<file path="config.mk">
export PLATFORM = sky130hd
export DESIGN_NAME = dynamic_resolution_controller
export DESIGN_NICKNAME = d
export VERILOG_FILES = /design/src/sv/drc_pkg.sv /design/src/sv/drc_serial_div.sv /design/src/sv/dynamic_resolution_controller.sv
export SDC_FILE = /design/constraint.sdc
export NUM_CORES = 1
export LEC_CHECK = 0
export ABC_AREA = 1
export BUFFER_PORTS_ARGS = -buffer_cell sky130_fd_sc_hd__buf_2
export CORE_ASPECT_RATIO = 0.6
export CORE_MARGIN = 2
export CORE_UTILIZATION = 50
export DETAILED_ROUTE_END_ITERATION = 8
export HOLD_SLACK_MARGIN = 0.02
export PLACE_DENSITY = 0.66
export REMOVE_ABC_BUFFERS = 1
export SETUP_SLACK_MARGIN = 0.02
export SYNTH_ARGS = -nofsm -noshare
export SYNTH_HDL_FRONTEND = slang
export SYNTH_SLANG_ARGS = --single-unit
</file>
<file path="constraint.sdc">
create_clock -name clk -period 24.4 [get_ports clk]
set_input_delay 4.88 -clock clk [delete_from_list [all_inputs] [get_ports clk]]
set_output_delay 4.88 -clock clk [all_outputs]
set_load 0.05 [all_outputs]
</file>
<file path="src/sv/drc_pkg.sv">
// Shared types and constants for the dynamic resolution controller.
package drc_pkg;

  // Field widths.
  localparam int SCALE_W    = 17;
  localparam int TIME_W     = 32;
  localparam int FPS_W      = 10;
  localparam int TARGET_W   = 20;
  localparam int PROD_W     = SCALE_W + TARGET_W;
  localparam int CFG_IDX_W  = 2;
  localparam int CFG_DATA_W = 17;

  // Default history length.
  localparam int HISTORY_DEPTH_DEF = 3;

  // Scale constants in Q16.
  localparam logic [SCALE_W-1:0] FULL_SCALE    = 17'd65536;
  localparam logic [SCALE_W-1:0] STEP_UP_LIMIT = 17'd1966;
  localparam logic [SCALE_W-1:0] SNAP_LEVEL    = 17'd63570;
  localparam logic [SCALE_W-1:0] MIN_MOVE      = 17'd1311;
  localparam logic [SCALE_W-1:0] RESET_MIN     = 17'd32768;

  // Timing constants.
  localparam logic [TARGET_W-1:0] TIME_NUMERATOR = 20'd1000000;
  localparam logic [TIME_W-1:0]   HOLD_FRAMES    = 32'd5;
  localparam logic [TIME_W-1:0]   START_FRAME    = 32'd100;
  localparam logic [FPS_W-1:0]    RESET_FPS      = 10'd60;

  // Configuration register indexes.
  localparam logic [CFG_IDX_W-1:0] REG_ENABLE     = 2'd0;
  localparam logic [CFG_IDX_W-1:0] REG_TARGET_FPS = 2'd1;
  localparam logic [CFG_IDX_W-1:0] REG_MIN_SCALE  = 2'd2;

  // Sequencer states.
  typedef enum logic [2:0] {
    ST_IDLE,
    ST_SUM,
    ST_DIV1,
    ST_MUL,
    ST_DIV2,
    ST_FIN,
    ST_DONE
  } drc_state_t;

endpackage

</file>
<file path="src/sv/drc_serial_div.sv">
// Bit-serial restoring divider: one quotient bit per cycle.
module drc_serial_div #(
  parameter int NUM_W = 20,
  parameter int DEN_W = 10
) (
  input  logic             clk,
  input  logic             rst_n,
  input  logic             start,
  input  logic [NUM_W-1:0] num,
  input  logic [DEN_W-1:0] den,
  output logic             busy,
  output logic [NUM_W-1:0] quo
);

  localparam int CNT_W = $clog2(NUM_W + 1);

  logic [DEN_W-1:0] rem_r;
  logic [NUM_W-1:0] quo_r;
  logic [DEN_W-1:0] den_r;
  logic [CNT_W-1:0] cnt_r;
  logic             busy_r;

  logic [DEN_W:0]   trial;
  logic [DEN_W:0]   trial_diff;
  logic             trial_ge;
  logic [DEN_W-1:0] rem_nxt;

  // Shift the next dividend bit into the partial remainder and try a subtract.
  always_comb begin
    trial      = {rem_r, quo_r[NUM_W-1]};
    trial_ge   = (trial >= {1'b0, den_r});
    trial_diff = trial - {1'b0, den_r};
    rem_nxt    = trial_ge ? trial_diff[DEN_W-1:0] : trial[DEN_W-1:0];
  end

  // The dividend shifts out at the top while quotient bits enter at the bottom.
  always_ff @(posedge clk) begin
    if (!rst_n) begin
      busy_r <= 1'b0;
      cnt_r  <= '0;
    end else if (start) begin
      busy_r <= 1'b1;
      cnt_r  <= '0;
      rem_r  <= '0;
      quo_r  <= num;
      den_r  <= den;
    end else if (busy_r) begin
      rem_r <= rem_nxt;
      quo_r <= {quo_r[NUM_W-2:0], trial_ge};
      cnt_r <= cnt_r + 1'b1;
      if (cnt_r == CNT_W'(NUM_W - 1)) begin
        busy_r <= 1'b0;
      end
    end
  end

  assign busy = busy_r;
  assign quo  = quo_r;

endmodule

</file>
<file path="src/sv/dynamic_resolution_controller.sv">
// Top level of the dynamic resolution controller.
//
// Usage: each input transfer on in_* carries the render time of one finished
// frame in microseconds. Each one yields exactly one output transfer on out_*
// with the render scale after that frame (Q16, 65536 = 1.0) and a flag that
// is set when this frame changed the scale.
// Configuration is written through cfg_we, cfg_index and cfg_data while the
// block is idle; the user must keep to this, as the block does not enforce it.
// Index 0 is enable, 1 is target_fps, 2 is minimum_scale.
// A frame inside the hold-off window or with the controller disabled goes
// from ST_SUM straight to ST_DONE and then to the output register. A frame
// that adapts the scale finds the average by a bit-serial divide over the
// history sum, then runs a 17-step shift-add multiply, then a 37-step
// bit-serial divide. One frame is worked on at a time; the next input is
// taken the cycle after the result loads, even while out_ready is low.
// If the receiver stalls with a result still held, a finished frame waits
// in its last state until the output register frees up.
// Reset (synchronous, active low) clears the history, the frame counter,
// sets the hold-off to frame 100 and the scale to full scale, and loads
// the register defaults.
module dynamic_resolution_controller
  import drc_pkg::*;
#(
  parameter int HISTORY_DEPTH = HISTORY_DEPTH_DEF
) (
  input  logic                  clk,
  input  logic                  rst_n,
  // Input channel.
  input  logic                  in_valid,
  output logic                  in_ready,
  input  logic [TIME_W-1:0]     in_gpu_time_us,
  // Result channel.
  output logic                  out_valid,
  input  logic                  out_ready,
  output logic [SCALE_W-1:0]    out_render_scale,
  output logic                  out_scale_changed,
  // Configuration port.
  input  logic                  cfg_we,
  input  logic [CFG_IDX_W-1:0]  cfg_index,
  input  logic [CFG_DATA_W-1:0] cfg_data
);

  localparam int DEPTH_W = $clog2(HISTORY_DEPTH + 1);
  localparam int SUM_W   = TIME_W + $clog2(HISTORY_DEPTH);
  localparam int MCNT_W  = $clog2(SCALE_W);

  // Configuration registers.
  logic               enable_r;
  logic [FPS_W-1:0]   target_fps_r;
  logic [SCALE_W-1:0] min_scale_r;

  // Frame state.
  logic [TIME_W-1:0]  hist_r [HISTORY_DEPTH];
  logic [SUM_W-1:0]   sum_r;
  logic [TIME_W-1:0]  frame_count_r;
  logic [TIME_W-1:0]  next_allowed_r;
  logic [SCALE_W-1:0] scale_now_r;
  logic               changed_r;

  // Serial multiply.
  logic [PROD_W-1:0]  mul_acc_r;
  logic [PROD_W-1:0]  mul_acc_nxt;
  logic [SCALE_W-1:0] mul_q_r;
  logic [MCNT_W-1:0]  mul_cnt_r;

  // Output register.
  logic               out_valid_r;
  logic [SCALE_W-1:0] out_scale_r;
  logic               out_changed_r;

  // Sequencer.
  drc_state_t state_r;
  drc_state_t state_nxt;
  logic       start_div1;
  logic       start_kdiv;
  logic       out_load;
  logic       hold;

  // Divider ports.
  logic [SUM_W-1:0]    sum_new;
  logic [FPS_W-1:0]    fps_eff;
  logic                avg_busy;
  logic [SUM_W-1:0]    avg_quo;
  logic [TIME_W-1:0]   avg;
  logic                tgt_busy;
  logic [TARGET_W-1:0] tgt_quo;
  logic                k_busy;
  logic [PROD_W-1:0]   k_quo;

  // Limit and clamp of the new scale.
  logic [SCALE_W:0]   k_lim_cap;
  logic [SCALE_W:0]   k_lim;
  logic [SCALE_W:0]   k_snap;
  logic [SCALE_W-1:0] lo;
  logic [SCALE_W:0]   k_lo;
  logic [SCALE_W-1:0] k_fin;
  logic [SCALE_W-1:0] k_diff;
  logic               apply;

  // Configuration writes.
  always_ff @(posedge clk) begin
    if (!rst_n) begin
      enable_r     <= 1'b0;
      target_fps_r <= RESET_FPS;
      min_scale_r  <= RESET_MIN;
    end else if (cfg_we) begin
      case (cfg_index)
        REG_ENABLE:     enable_r     <= cfg_data[0];
        REG_TARGET_FPS: target_fps_r <= cfg_data[FPS_W-1:0];
        REG_MIN_SCALE:  min_scale_r  <= cfg_data[SCALE_W-1:0];
        default: ;
      endcase
    end
  end

  // Operands of the first two divides.
  assign sum_new = sum_r + SUM_W'(hist_r[HISTORY_DEPTH-1]);
  assign fps_eff = (target_fps_r == '0) ? FPS_W'(1) : target_fps_r;
  assign avg     = avg_quo[TIME_W-1:0];
  assign hold    = (frame_count_r < next_allowed_r);

  // Average frame time over the history.
  drc_serial_div #(
    .NUM_W (SUM_W),
    .DEN_W (DEPTH_W)
  ) u_avg_div (
    .clk   (clk),
    .rst_n (rst_n),
    .start (start_div1),
    .num   (sum_new),
    .den   (DEPTH_W'(HISTORY_DEPTH)),
    .busy  (avg_busy),
    .quo   (avg_quo)
  );

  // Target frame time in microseconds.
  drc_serial_div #(
    .NUM_W (TARGET_W),
    .DEN_W (FPS_W)
  ) u_tgt_div (
    .clk   (clk),
    .rst_n (rst_n),
    .start (start_div1),
    .num   (TIME_NUMERATOR),
    .den   (fps_eff),
    .busy  (tgt_busy),
    .quo   (tgt_quo)
  );

  // Raw new scale: scale times target over average.
  drc_serial_div #(
    .NUM_W (PROD_W),
    .DEN_W (TIME_W)
  ) u_k_div (
    .clk   (clk),
    .rst_n (rst_n),
    .start (start_kdiv),
    .num   (mul_acc_nxt),
    .den   (avg),
    .busy  (k_busy),
    .quo   (k_quo)
  );

  // One multiplier bit per cycle, most significant first.
  assign mul_acc_nxt = {mul_acc_r[PROD_W-2:0], 1'b0}
                     + (mul_q_r[SCALE_W-1] ? PROD_W'(tgt_quo) : '0);

  // Step limit, snap to full scale, clamp, and the minimum move test.
  always_comb begin
    k_lim_cap = {1'b0, scale_now_r} + {1'b0, STEP_UP_LIMIT};
    if (k_quo > PROD_W'(k_lim_cap)) begin
      k_lim = k_lim_cap;
    end else begin
      k_lim = k_quo[SCALE_W:0];
    end
    k_snap = (k_lim >= {1'b0, SNAP_LEVEL}) ? {1'b0, FULL_SCALE} : k_lim;
    if (min_scale_r == '0) begin
      lo = SCALE_W'(1);
    end else if (min_scale_r > FULL_SCALE) begin
      lo = FULL_SCALE;
    end else begin
      lo = min_scale_r;
    end
    k_lo  = (k_snap < {1'b0, lo}) ? {1'b0, lo} : k_snap;
    k_fin = (k_lo > {1'b0, FULL_SCALE}) ? FULL_SCALE : k_lo[SCALE_W-1:0];
    k_diff = (scale_now_r >= k_fin) ? (scale_now_r - k_fin) : (k_fin - scale_now_r);
    apply  = (k_diff >= MIN_MOVE);
  end

  // State register.
  always_ff @(posedge clk) begin
    if (!rst_n) begin
      state_r <= ST_IDLE;
    end else begin
      state_r <= state_nxt;
    end
  end

  // Next state and sequencer outputs.
  always_comb begin
    state_nxt  = state_r;
    in_ready   = 1'b0;
    start_div1 = 1'b0;
    start_kdiv = 1'b0;
    out_load   = 1'b0;
    case (state_r)
      ST_IDLE: begin
        in_ready = 1'b1;
        if (in_valid) begin
          state_nxt = ST_SUM;
        end
      end
      ST_SUM: begin
        if (hold || !enable_r) begin
          state_nxt = ST_DONE;
        end else begin
          start_div1 = 1'b1;
          state_nxt  = ST_DIV1;
        end
      end
      ST_DIV1: begin
        if (!avg_busy && !tgt_busy) begin
          state_nxt = (avg == '0) ? ST_DONE : ST_MUL;
        end
      end
      ST_MUL: begin
        if (mul_cnt_r == MCNT_W'(SCALE_W - 1)) begin
          start_kdiv = 1'b1;
          state_nxt  = ST_DIV2;
        end
      end
      ST_DIV2: begin
        if (!k_busy) begin
          state_nxt = ST_FIN;
        end
      end
      ST_FIN: begin
        state_nxt = ST_DONE;
      end
      ST_DONE: begin
        if (!out_valid_r || out_ready) begin
          out_load  = 1'b1;
          state_nxt = ST_IDLE;
        end
      end
      default: begin
        state_nxt = ST_IDLE;
      end
    endcase
  end

  // Frame datapath.
  always_ff @(posedge clk) begin
    if (!rst_n) begin
      for (int i = 0; i < HISTORY_DEPTH; i++) begin
        hist_r[i] <= '0;
      end
      sum_r          <= '0;
      frame_count_r  <= '0;
      next_allowed_r <= START_FRAME;
      scale_now_r    <= FULL_SCALE;
      changed_r      <= 1'b0;
    end else begin
      case (state_r)
        ST_IDLE: begin
          if (in_valid) begin
            // Drop the oldest time from the running sum and shift in the new one.
            sum_r <= sum_r - SUM_W'(hist_r[0]);
            for (int i = 0; i < HISTORY_DEPTH - 1; i++) begin
              hist_r[i] <= hist_r[i+1];
            end
            hist_r[HISTORY_DEPTH-1] <= in_gpu_time_us;
            changed_r <= 1'b0;
          end
        end
        ST_SUM: begin
          sum_r <= sum_new;
          if (!hold && !enable_r) begin
            scale_now_r <= FULL_SCALE;
            changed_r   <= (scale_now_r != FULL_SCALE);
          end
        end
        ST_DIV1: begin
          mul_acc_r <= '0;
          mul_q_r   <= scale_now_r;
          mul_cnt_r <= '0;
        end
        ST_MUL: begin
          mul_acc_r <= mul_acc_nxt;
          mul_q_r   <= {mul_q_r[SCALE_W-2:0], 1'b0};
          mul_cnt_r <= mul_cnt_r + 1'b1;
        end
        ST_FIN: begin
          if (apply) begin
            scale_now_r    <= k_fin;
            changed_r      <= 1'b1;
            next_allowed_r <= frame_count_r + HOLD_FRAMES;
          end
        end
        ST_DONE: begin
          if (out_load) begin
            frame_count_r <= frame_count_r + 1'b1;
          end
        end
        default: ;
      endcase
    end
  end

  // Output register: holds one result while the next frame is taken in.
  always_ff @(posedge clk) begin
    if (!rst_n) begin
      out_valid_r <= 1'b0;
    end else if (out_load) begin
      out_valid_r <= 1'b1;
    end else if (out_ready) begin
      out_valid_r <= 1'b0;
    end
  end

  always_ff @(posedge clk) begin
    if (out_load) begin
      out_scale_r   <= scale_now_r;
      out_changed_r <= changed_r;
    end
  end

  assign out_valid         = out_valid_r;
  assign out_render_scale  = out_scale_r;
  assign out_scale_changed = out_changed_r;

  // A transfer in starts the sequencer, so the input closes the next cycle.
  a_busy_after_transfer: assert property (@(posedge clk) disable iff (!rst_n)
    (in_valid && in_ready) |=> !in_ready)
    else $error("input still ready right after a transfer");

  // A loaded result carries the scale that the frame left behind.
  a_result_matches_scale: assert property (@(posedge clk) disable iff (!rst_n)
    out_load |=> (out_valid && out_render_scale == $past(scale_now_r)))
    else $error("output register does not hold the frame's scale");

  // The scale only moves in the disable check or the final clamp step.
  a_scale_update_states: assert property (@(posedge clk) disable iff (!rst_n)
    !(state_r == ST_SUM || state_r == ST_FIN) |=> $stable(scale_now_r))
    else $error("scale changed outside its update states");

  // The hold-off frame moves only together with an applied scale change.
  a_holdoff_with_change: assert property (@(posedge clk) disable iff (!rst_n)
    ($past(rst_n) && !$stable(next_allowed_r)) |-> ($past(state_r) == ST_FIN && changed_r))
    else $error("hold-off frame moved without a scale change");

endmodule
</file>
### Yosys cells after proc, flatten, opt, wreduce, memory -nomap -nowiden

Memory sizes are Yosys's and may differ from the RTL's.
Cells that the tools add are included.
W data, S select, Z words.

* register bits: 421
* logic and storage cells: 184
* bits in writable memories: 96
* memories: 1

* equal/unequal tests: 20
* $lt $le $gt $ge: 11
* add/subtract/negate cells: 15
* reduce and logical (&&, ||, !) cells: 39
* bitwise logic cells: 4
* mux-type cells: 65

Memories
* hist_r: words 3, width 32, rd ports 3, clocked after Yosys merged registers in 0, write ports 3, line dynamic_resolution_controller.sv:53 `logic [TIME_W-1:0] hist_r [HISTORY_DEPTH];`

Operator list (number)
* $mux W32: 5
* $mux W17: 6
* $mux W34: 3
* $mux W37: 2
* $pmux W36 S2: 1
* $pmux W17 S2: 2
* $pmux W34 S2: 1
* $mux W18: 3
* $mux W20: 2
* $add A37 B20 Y37: 1
* $gt A37 B18 Y1: 1
* $add A34 B32 Y34: 1
* $sub A17 B17 Y17: 2
* $sub A34 B32 Y34: 1
* $ge A33 B32 Y1: 1
* $add A32 B1 Y32 const B: 1
* $add A32 B3 Y32 const B: 1
* $logic_not A32 Y1: 1
* $lt A32 B32 Y1: 1
* $sub A32 B32 Y32: 1
* $mux W1: 26
* $reduce_and A2 Y1: 12
* $mux W3: 7
* $pmux W3 S7: 1
* other kinds (41): 71

### Logic depth before layout (Yosys ltp)

* depth in word-level cells: 14
* depth in mapped cells: 73
* gate-level depth less buffers: 69

### Hierarchy

A second synthesis with hierarchy kept.

* cell total of the unflattened synthesis: 4435
* area total of the unflattened synthesis: 33997.6 um^2

Modules (own cells, without submodules)
* dynamic_resolution_controller: area an instance 22127.5 um^2, cells each 2935, instances 1
* drc_serial_div at u_k_div: area an instance 7327.0 um^2, cells each 996, instances 1
* drc_serial_div at u_tgt_div: area an instance 2548.7 um^2, cells each 291, instances 1
* drc_serial_div at u_avg_div: area an instance 1994.4 um^2, cells each 213, instances 1

### Worst setup path before layout

No wires, ideal clock.

* path type: in2reg
* start: input port rst_n
* end: register u_k_div.quo_r[0], in the netlist u_k_div.quo[0], enable pin
* cell stages on the path: 5
* arrival time: 8.407 ns
* slack: 15.563 ns
* buffers on the path: 1
* cell sequence: clkbuf_1 > clkinv_1 > nor2_1 > inv_1 > nand2_1

* word-level cells in the longest chain between the ends: 1

Ends and longest elaborated chain
* start, declared: line dynamic_resolution_controller.sv:27 `input logic rst_n,`
* $reduce_and A2 Y1 (no source line)
* end signal, assigned: line drc_serial_div.sv:45 `quo_r <= num;`
* end signal, assigned: line drc_serial_div.sv:49 `quo_r <= {quo_r[NUM_W-2:0], trial_ge};`
* end, declared: line drc_serial_div.sv:18 `logic [NUM_W-1:0] quo_r;`

Every way passes these cells.
A chain may end at the register's enable or synchronous reset.

### Final worst setup path

* start: register scale_now_r[1]
* end: register next_allowed_r[7]

* word-level cells in the longest chain between the ends: 13

Ends and longest elaborated chain
* start, declared: line dynamic_resolution_controller.sv:57 `logic [SCALE_W-1:0] scale_now_r;`
* start signal, assigned: line dynamic_resolution_controller.sv:295 `scale_now_r <= k_fin;`
* $add A17 B11 Y18: line dynamic_resolution_controller.sv:170 `k_lim_cap = {1'b0, scale_now_r} + {1'b0, STEP_UP_LIMIT};`
* $gt A37 B18 Y1: line dynamic_resolution_controller.sv:171 `if (k_quo > PROD_W'(k_lim_cap)) begin`
* $mux W18: line dynamic_resolution_controller.sv:171
* $ge A18 B16 Y1: line dynamic_resolution_controller.sv:176 `k_snap = (k_lim >= {1'b0, SNAP_LEVEL}) ? {1'b0, FULL_SCALE} : k_lim;`
* $mux W18: line dynamic_resolution_controller.sv:176
* $lt A18 B17 Y1: line dynamic_resolution_controller.sv:184 `k_lo = (k_snap < {1'b0, lo}) ? {1'b0, lo} : k_snap;`
* $mux W18: line dynamic_resolution_controller.sv:184
* $gt A18 B17 Y1: line dynamic_resolution_controller.sv:185 `k_fin = (k_lo > {1'b0, FULL_SCALE}) ? FULL_SCALE : k_lo[SCALE_W-1:0];`
* $mux W17: line dynamic_resolution_controller.sv:185
* $sub A17 B17 Y17 or $ge A17 B17 Y1 (tied branches): line dynamic_resolution_controller.sv:186 `k_diff = (scale_now_r >= k_fin) ? (scale_now_r - k_fin) : (k_fin - scale_now_r);`
* $mux W17 *: line dynamic_resolution_controller.sv:186
* $ge A17 B11 Y1 *: line dynamic_resolution_controller.sv:187 `apply = (k_diff >= MIN_MOVE);`
* $reduce_and A2 Y1 (no source line) *
* end signal, assigned: line dynamic_resolution_controller.sv:297 `next_allowed_r <= frame_count_r + HOLD_FRAMES;`
* end, declared: line dynamic_resolution_controller.sv:56 `logic [TIME_W-1:0] next_allowed_r;`

Mark *: on every way between the ends. The rest lies on a longest branch, timed or not.

==> impl_metrics.csv <==
group,metric,value,unit
clock_tree,clk_path_buf_depth,3,
route,post-route-drc-count,0,
sta,hold_viol,0,
outcome,status,"finished, final reports clean",
synth,ys_seq_area_share,43.62,%
critical_path,endpoint_kind,"register",
clock_tree,cts-hold-fix-buffers,0,
critical_path,path_class,"register to register",
synth,synth_top_area_share,33.02,%
sta,slew_headroom,29.04,%
route,wl_per_cell,17.22,um
die,core,62720,um^2
synth,syn_inst,3918,
pwr,p_leak,15.46,nW
sta,fmax,84.90,MHz
synth,synth-async-reset-ratio,0,%
clock_tree,clk_pin_slew_worst_paths,70,ps
place,io_buffers,75,
sta,setup_viol_count_final,0,
synth,synth_top_flop_cell,"edfxtp_1",
global_routing,grt_max_degree,103,
die,die_h,199.2,um
place,place_ws,13110,ps
hold_path,worst_hold_path_type,"register to register",
job,drv_cap,0,
critical_path,arrival,12270,ps
critical_path,path_max_fanout,56,
synth,syn_area_per_cell,8.100,um^2
critical_path,start_kind,"register",
critical_path,critPathSlowestCell,"a21oi_2",
critical_path,cp.required,24890,ps
cells_and_area,nNetsFinal,4243,
clock_tree,htreeDepth,2,
clock_tree,cts_buffers,51,
die,die_w,329.3,um
global_routing,grt_pass1_vias,22930,
sta,finalMaxSlewViolations,0,
synth,synthTopCellsByArea,"edfxtp_1 (33%), dfxtp_1 (11%), ha_1 (9.1%)",
global_routing,grtUsageTotal,25.28,%
die,num_io_pins,76,
clock_tree,root_buffer,"clkbuf_16",
sta,grt_setup_unrepaired,"false",
synth,synthesis.area,31740,um^2
die,initial_core_util,50.60,%
route,route.antenna.remaining_nets,0,
clock_tree,clock_latency,650,ps
die,die-area,65570,um^2
place,gp_congestion,0.9959,
global_routing,grt_pass1_wl,130.9,mm
cells_and_area,area_delta_synth_final,9.233,%
clock_tree,cts_resized,0,
global_routing,grt_antenna_before_repair,3,
synth,synth_edf_count,349,
pwr,powerDensity,89.02,nW/um^2
critical_path,reg2reg_slack,12620,ps
cells_and_area,drive_above_1_share,5.990,%
synth,ys_ff_latch,517,
sta,period_share,48.27,%
sta,final.setup.tns,0,ps
synth,synth_top_area_cell,"edfxtp_1",
sta,finalCriticalPeriod,11780,ps
route,viasPerCell,5.437,
die,fp-row-count,71,
synth,yosysUniqueCellTypes,59,
route,wl,83.16,mm
clock_tree,cts_tree,"built",
critical_path,cpMostUsedCell,"nand2_1",
route,dr.pass1.iters,6,
route,via_count,26260,
route,dr.first_iter.drc_count,2764,
critical_path,slowest_delay,690,ps
global_routing,overflow,0,
place,dp_hpwl,62.00,mm
clock_tree,post-cts-setup-buffers,0,
pwr,ir_worst_vdd,0.07585,mV
sta,worst_slew_pin_slew,1063,ps
synth,yosysWarnings,0,
clock_tree,clock-sinks,517,
sta,finClkSkew,42.22,ps
sta,setup_ws,12620,ps
[state kept, by name, summed over array words and instances (netlist names), 5 cells and up]
register / cells
out_render_scale: 17
min_scale_r: 17
sum_r: 34
u_k_div.den_r: 32
mul_acc_r: 36
u_avg_div.quo: 34
u_k_div.quo: 37
u_tgt_div.cnt_r: 5
next_allowed_r: 32
u_tgt_div.quo: 20
frame_count_r: 32
u_tgt_div.rem_r: 10
scale_now_r: 17
u_avg_div.cnt_r: 6
hist_r: 96
mul_q_r: 17
u_tgt_div.den_r: 10
u_k_div.cnt_r: 6
mul_cnt_r: 5
u_k_div.rem_r: 32
target_fps_r: 10
[stage by stage]
stage	cell area, um^2	hold slack [ps]	power [mW]	util [%]	std cells
final	34670	457.9	3.086	55.27	4830
after global routing	34660	478.6	3.264	55.27	4829
after CTS	34660	460.5	3.071	55.27	4829
after detailed placement	32860	438.9	2.210	52.40	4734
after global placement	32860	437.7	2.208	52.40	4734
after floorplan	31220	408.2	1.895	-	3797
[critical path, delay by kind of cell (launching register included)]
| family | cells | cell delay, ps |
|---|---|---|
| AOI/OAI and AO/OA | 14 | 2650 |
| and+or+nand+nor | 33 | 5430 |
| buffers and inverters | 9 | 1870 |
| DFF | 1 | 450 |
| adders and majority gates | 4 | 1190 |
[cell usage after synthesis (7+ instances only)]
cell type	number
a211oi_1	8
a21boi_0	7
a21o_1	12
a21oi_1	331
a221oi_1	7
a31oi_1	17
buf_2	10
buf_4	7
clkbuf_1	94
dfxtp_1	168
edfxtp_1	349
fa_1	7
ha_1	232
inv_1	599
nand2_1	772
nand3_1	168
nand4_1	37
nor2_1	361
nor3_1	57
nor4_1	35
o211ai_1	37
o21a_1	14
o21ai_0	270
o21ai_1	19
o21bai_1	14
o221ai_1	7
or2_2	22
xnor2_1	52
xor2_1	128
[power breakdown]
group	total, mW	switching [mW]	internal, mW
registers	1.10	0.0577	1.04
clock network	0.856	0.369	0.487
logic	1.13	0.770	0.363
total	3.09	1.20	1.89
[final timing paths]
kind / from / endpoint / depth (start not counted)
worst max-delay path: scale_now_r[1] / next_allowed_r[7] / 60
worst min-delay path: next_allowed_r[9] / next_allowed_r[9] / 2
worst max register to register: scale_now_r[1] / next_allowed_r[7] / 60
worst min register to register: next_allowed_r[9] / next_allowed_r[9] / 2
[cells in the final DEF (no fill, tap or decap), types with 6 or more instances in the layout]
cell type | netlist | final
clkbuf_8 | 0 | 7
nand4_1 | 37 | 37
o21a_1 | 14 | 14
ha_1 | 232 | 232
nand2_1 | 772 | 770
bufinv_16 | 0 | 6
o211ai_1 | 37 | 37
buf_2 | 10 | 74
a221oi_1 | 7 | 7
nand3b_1 | 6 | 6
buf_4 | 7 | 24
nor3_1 | 57 | 57
a211oi_1 | 8 | 8
o21ai_1 | 19 | 19
nand2_2 | 5 | 6
clkinv_2 | 0 | 8
nor4_1 | 35 | 35
nor2_1 | 361 | 356
a31oi_1 | 17 | 17
xnor2_1 | 52 | 52
o221ai_1 | 7 | 7
a21oi_1 | 331 | 330
a21boi_0 | 7 | 7
fa_1 | 7 | 7
a21o_1 | 12 | 12
xor2_1 | 128 | 128
dfxtp_1 | 168 | 168
o21bai_1 | 14 | 14
o21ai_0 | 270 | 270
clkbuf_16 | 0 | 53
clkinv_1 | 4 | 8
edfxtp_1 | 349 | 349
inv_2 | 6 | 8
clkbuf_1 | 94 | 7
inv_1 | 599 | 597
or2_2 | 22 | 22
nand3_1 | 168 | 168
[layout make-up]
cell class / instances / area, um^2
tap: 839 / 1050
inverter: 609 / 2287
clock inverter: 28 / 352.8
sequential: 517 / 13840
multi-input combinational: 2671 / 15130
clock buffer: 67 / 1449
timing repair buffer: 98 / 550.5
fill: 5905 / 28050
antenna: 1 / 2.502
[layer usage]
layer  vias to the layer above  GRT usage [%]  share of wire, %
met5                         -              0                 0
met4                         0          4.158               1.2
met3                        66          5.747                11
met2                      1029          30.36                35
met1                     12080          43.81                53
li1                      13090              -                 -
[cells by family after synthesis]
family | after synthesis | share of synthesized area (%)
buffers and inverters | 730 | 8.831
adders and majority gates | 239 | 9.588
DFF | 517 | 43.62
and+or+nand+nor | 1484 | 19.60
muxes | 2 | 0.06308
AOI/OAI and AO/OA | 766 | 13.33
xor gates and xnor gates | 180 | 4.968
(Power assumes the default switching activity.)
